[config.mk]
export PLATFORM = sky130hd
export DESIGN_NAME = twps_acc
export DESIGN_NICKNAME = d
export VERILOG_FILES = /design/src/hw/rtl/twps_pkg.sv /design/src/hw/rtl/twps_acc.sv
export SDC_FILE = /design/constraint.sdc
export NUM_CORES = 1
export LEC_CHECK = 0
export BUFFER_PORTS_ARGS = -buffer_cell sky130_fd_sc_hd__buf_2
export CAP_MARGIN = 5
export CORE_ASPECT_RATIO = 1.2
export CORE_MARGIN = 5
export CORE_UTILIZATION = 55
export CTS_CLUSTER_DIAMETER = 30
export DETAILED_ROUTE_END_ITERATION = 16
export PLACE_DENSITY = 0.77
export SETUP_SLACK_MARGIN = 0.4
export SYNTH_ARGS = -nofsm -noshare
export SYNTH_HDL_FRONTEND = slang
export SYNTH_SLANG_ARGS = --single-unit
[constraint.sdc]
create_clock -name clock -period 9.2 [get_ports clock]
set_clock_uncertainty 0.15 [all_clocks]
set_input_delay 1.84 -clock clock [delete_from_list [all_inputs] [get_ports clock]]
set_output_delay 1.84 -clock clock [all_outputs]
set_load 0.03 [all_outputs]
[src/hw/rtl/twps_pkg.sv]
// Shared types for the trapped-water block: request/response beats and the
// accumulator control group. No dependencies.
`default_nettype none

package twps_pkg;

   localparam int unsigned HEIGHT_W = 16;
   localparam int unsigned WATER_W  = 26;

   typedef struct packed {
      logic [HEIGHT_W-1:0] height;
      logic                last;
   } req_type;

   typedef struct packed {
      logic [WATER_W-1:0] water_total;
      logic               overflow;
   } rsp_type;

   typedef struct packed {
      logic clear;   // start of a new backward pass
      logic vld;     // read data from the store is valid this cycle
   } acc_ctl_type;

endpackage

`default_nettype wire

[src/hw/rtl/twps_acc.sv]
// Backward-pass datapath: running suffix max, water level, saturating sum.
// Two stages. Depends on twps_pkg.
`default_nettype none

module twps_acc
   import twps_pkg::*;
#(
   parameter int unsigned HW = 16
) (
   input  wire logic                clock,
   input  wire logic                reset,
   input  wire acc_ctl_type         ctl,
   input  wire logic [HW-1:0]       hgt,
   input  wire logic [HW-1:0]       pre,
   output logic      [WATER_W-1:0]  sum,
   output logic                     idle
);

   logic [HW-1:0]      suffix_ff, suffix_in;
   logic [HW-1:0]      diff_ff, diff_in;
   logic               dvld_ff, dvld_in;
   logic [WATER_W-1:0] sum_ff, sum_in;
   logic [HW-1:0]      level;
   logic [WATER_W:0]   tot;

   always_comb begin
      suffix_in = (hgt > suffix_ff) ? hgt : suffix_ff;
      level     = (pre < suffix_in) ? pre : suffix_in;
      diff_in   = level - hgt;
      dvld_in   = ctl.vld;
      tot       = {1'b0, sum_ff} + (WATER_W+1)'(diff_ff);
      // saturate at all ones
      sum_in    = tot[WATER_W] ? {WATER_W{1'b1}} : tot[WATER_W-1:0];
   end

   always_ff @(posedge clock) begin
      if (reset || ctl.clear) begin
         suffix_ff <= '0;
         dvld_ff   <= 1'b0;
         sum_ff    <= '0;
      end else begin
         if (ctl.vld) begin
            suffix_ff <= suffix_in;
         end
         dvld_ff <= dvld_in;
         if (dvld_ff) begin
            sum_ff <= sum_in;
         end
      end
   end

   always_ff @(posedge clock) begin
      diff_ff <= diff_in;
   end

   assign sum  = sum_ff;
   assign idle = !dvld_ff;

endmodule

`default_nettype wire

==> results.md <==
* Status: finished clean
* Setup TNS at 0 ns
* Synth Area in XOR/XNOR at 5.38%
* First-pass GRT wire length at 17400 µm
* Largest net degree at the start of global routing at 32
* Vias in the first global route at 3929
* Ys Warns at 0
* Layout Cells excl Fill at 700
* Antenna cells at 0
* Asr flop ratio synth at 0%
* Top post-synthesis cells by area: dfxtp_1 27%, ha_1 17%, a21oi_1 7.9%, inv_1 5.6%, nor2_1 4.4%
* Req. time, crit path at 9.27 ns
* Final Hold Viols at 0
* Critical path data arrival time at 8.12 ns
* Adder-cell share of the synthesized area at 18.2%
* I/O pins at 63
* FF+latch count, synth at 59
* Via/cell ratio at 5.71
* Unique cell type count in the Yosys netlist at 45
* CTS Hold Buffers Added at 0
* Synth area leader: dfxtp_1
* Area delta synth->final at 13.3%
* Setup Fix Bufs, Post-CTS at 0
* Fraction of synthesized area in multiplexers at 3.91%
* CP Class: input pin to flop
* GRT Total Usage at 21.3%
* Die Width at 91.2 µm
* Mapped Cells at 542
* RSZ-0062 raised after global routing: no
* Synth Cell Area at 4350 µm²
* Dpl ws at 0.857 ns
* Crit-path max FO at 15
* CTS H-tree depth at 3
* Slowest stage delay, CP at 0.43 ns
* Pwr dens at 175 nW/µm²
* Slew of the pin with the lowest slew margin at 1.10 ns
* Vias at 4000
* Die height at 107 µm
* Final Core Density at 64.0%
* CTS root buf: clkbuf_8
* Share of the synthesized area in the top cell type at 27.1%
* Crit end category: flop
* Fin Hold WS at 0.328 ns
* Sequential share of the synthesized area at 27.1%
* DRT iter0 DRCs at 171
* Simple-gate share of the synthesized area at 13.8%
* Routed WL at 10100 µm
* Fmax at 0.124 GHz
* Period minus WS final at 8.05 ns
* Core outline area at 7710 µm²
* CTS resizes at 0
* Reg clk slew, reported paths at 0.07 ns
* Buffers on Ports at 62
* DRT antenna net count at 0
* Grt ovf at 0
* Layout cells sized above 1 at 15.0%
* Nets@finish at 701
* Setup violators final at 0
* CTS tree: yes
* Die area at 9800 µm²
* Largest family of logic cells by synthesized area: compound AO/OA/AOI/OAI gates
* Initial antenna violation count at 0
* CTS Buffer Depth at 2
* Predominant post-synthesis flop cell: dfxtp_1
* MaxCap Viol Count at 0
* DRC viols at 0
* Leak at 0.00233 µW
* Synthesized Nets at 640
* Syn Area/Cell at 8.03 µm²
* Pre-Repair DR Iteration Count at 5
* Initial Util at 56.5%
* Final Cycle Share at 87.5%
* Maximum vdd drop at 0.0986 mV
* FP Rows at 35
* Drt wl/cell at 14.5 µm
* Commonest non-fill, non-tap cell in the layout: a21oi_1
* Dpl cells at 684
* Post-synth EDFFs at 0
* Worst-skew pair later-pin latency at 0.34 ns
* Fin. max-slew vios at 0
* Crit path max-delay cell type: a2111o_1
* Final HPWL DP at 8070 µm
* Relative slew slack at 26.4%
* TritonCTS buffer count at 9
* CTS Sinks at 59
* RePlAce Congestion at 0.962
* HP Class: flop to flop
* Most frequent cells in the layout: 69 x a21oi_1, 65 x inv_1, 62 x buf_2, 60 x ha_1, 59 x dfxtp_1
* Compound-gate portion of the synthesized area at 24.6%
* Setup ws final at 1.15 ns
* Worst Setup Start Kind: input pin
* Most used cell, CP: a21o_1
[synth_stat cells (all sizes together), types with 2 or more instances]
| library cell | count |
|---|---|
| clkbuf | 12 |
| a31o | 2 |
| o31a | 2 |
| a221oi | 3 |
| a31oi | 6 |
| a211oi | 16 |
| nor2 | 51 |
| o21a | 11 |
| fa | 2 |
| nor3 | 9 |
| nand2 | 27 |
| and3 | 5 |
| nand2b | 3 |
| nand3 | 9 |
| xnor2 | 12 |
| nand4 | 7 |
| nor4 | 3 |
| ha | 60 |
| or2 | 5 |
| xor2 | 12 |
| inv | 65 |
| mux2i | 17 |
| a21o | 12 |
| dfxtp | 59 |
| o21ai | 35 |
| and2 | 2 |
| o211ai | 3 |
| o21bai | 2 |
| a21boi | 3 |
| nor2b | 6 |
| a211o | 2 |
| buf | 2 |
| a21oi | 69 |
[flip-flops by register name (all words and copies together), names as in the netlist]
signal / cells
sum: 26
dvld_ff: 1
suffix_ff: 16
diff_ff: 16
[worst max-delay path, delay by kind of cell]
family / cells / cell delay, ns
AO/OA/AOI/OAI: 19 / 4.01
adder cells (fa/ha/maj): 4 / 1.25
XOR/XNOR: 1 / 0.12
buffers and inverters: 2 / 0.44
AND/OR/NAND/NOR: 4 / 0.44
[metrics by stage]
stage	instance area, µm²	total power [µW]
detailed placement	4730	624
CTS	4930	869
global route	4930	929
floorplan	4350	555
global placement	4730	614
finish	4930	863
[where the power goes]
group	leakage (µW)	switching, µW	internal, µW
Clock	0.0000958	116	126
Combinational	0.00175	173	140
Sequential	0.000484	15.3	292
Total	0.00233	304	559
[final cells by class]
cell class	instances	area, µm²
Clock buffer	9	124
Clock inverter	7	76.3
Fill cell	678	2780
Inverter	65	244
Multi-Input combinational cell	404	2870
Sequential cell	59	1180
Tap cell	92	115
Timing Repair Buffer	64	325
[per-layer routing]
layer	vias up	part of all wire, %	GRT usage [%]
li1	2036	-	-
met1	1832	43	25.1
met2	114	50	37.4
met3	18	5.2	4.97
met4	0	1.9	7.55
met5	-	0	0
[cell families after synthesis]
logic type / Yosys count
buf+inv: 79
fa+ha+maj: 62
compound gates: 170
mux: 17
xor+xnor: 25
simple gates: 130
flops: 59
[worst paths after layout]
path	from	end	slack, ns	depth (start not counted)
min	suffix_ff[2]	suffix_ff[2]	0.33	2
max reg2reg	suffix_ff[1]	diff_ff[14]	2.39	30
min reg2reg	suffix_ff[2]	suffix_ff[2]	0.33	2
max	hgt[1]	diff_ff[14]	1.15	30
Note: power is estimated with default switching activity, not from simulation.
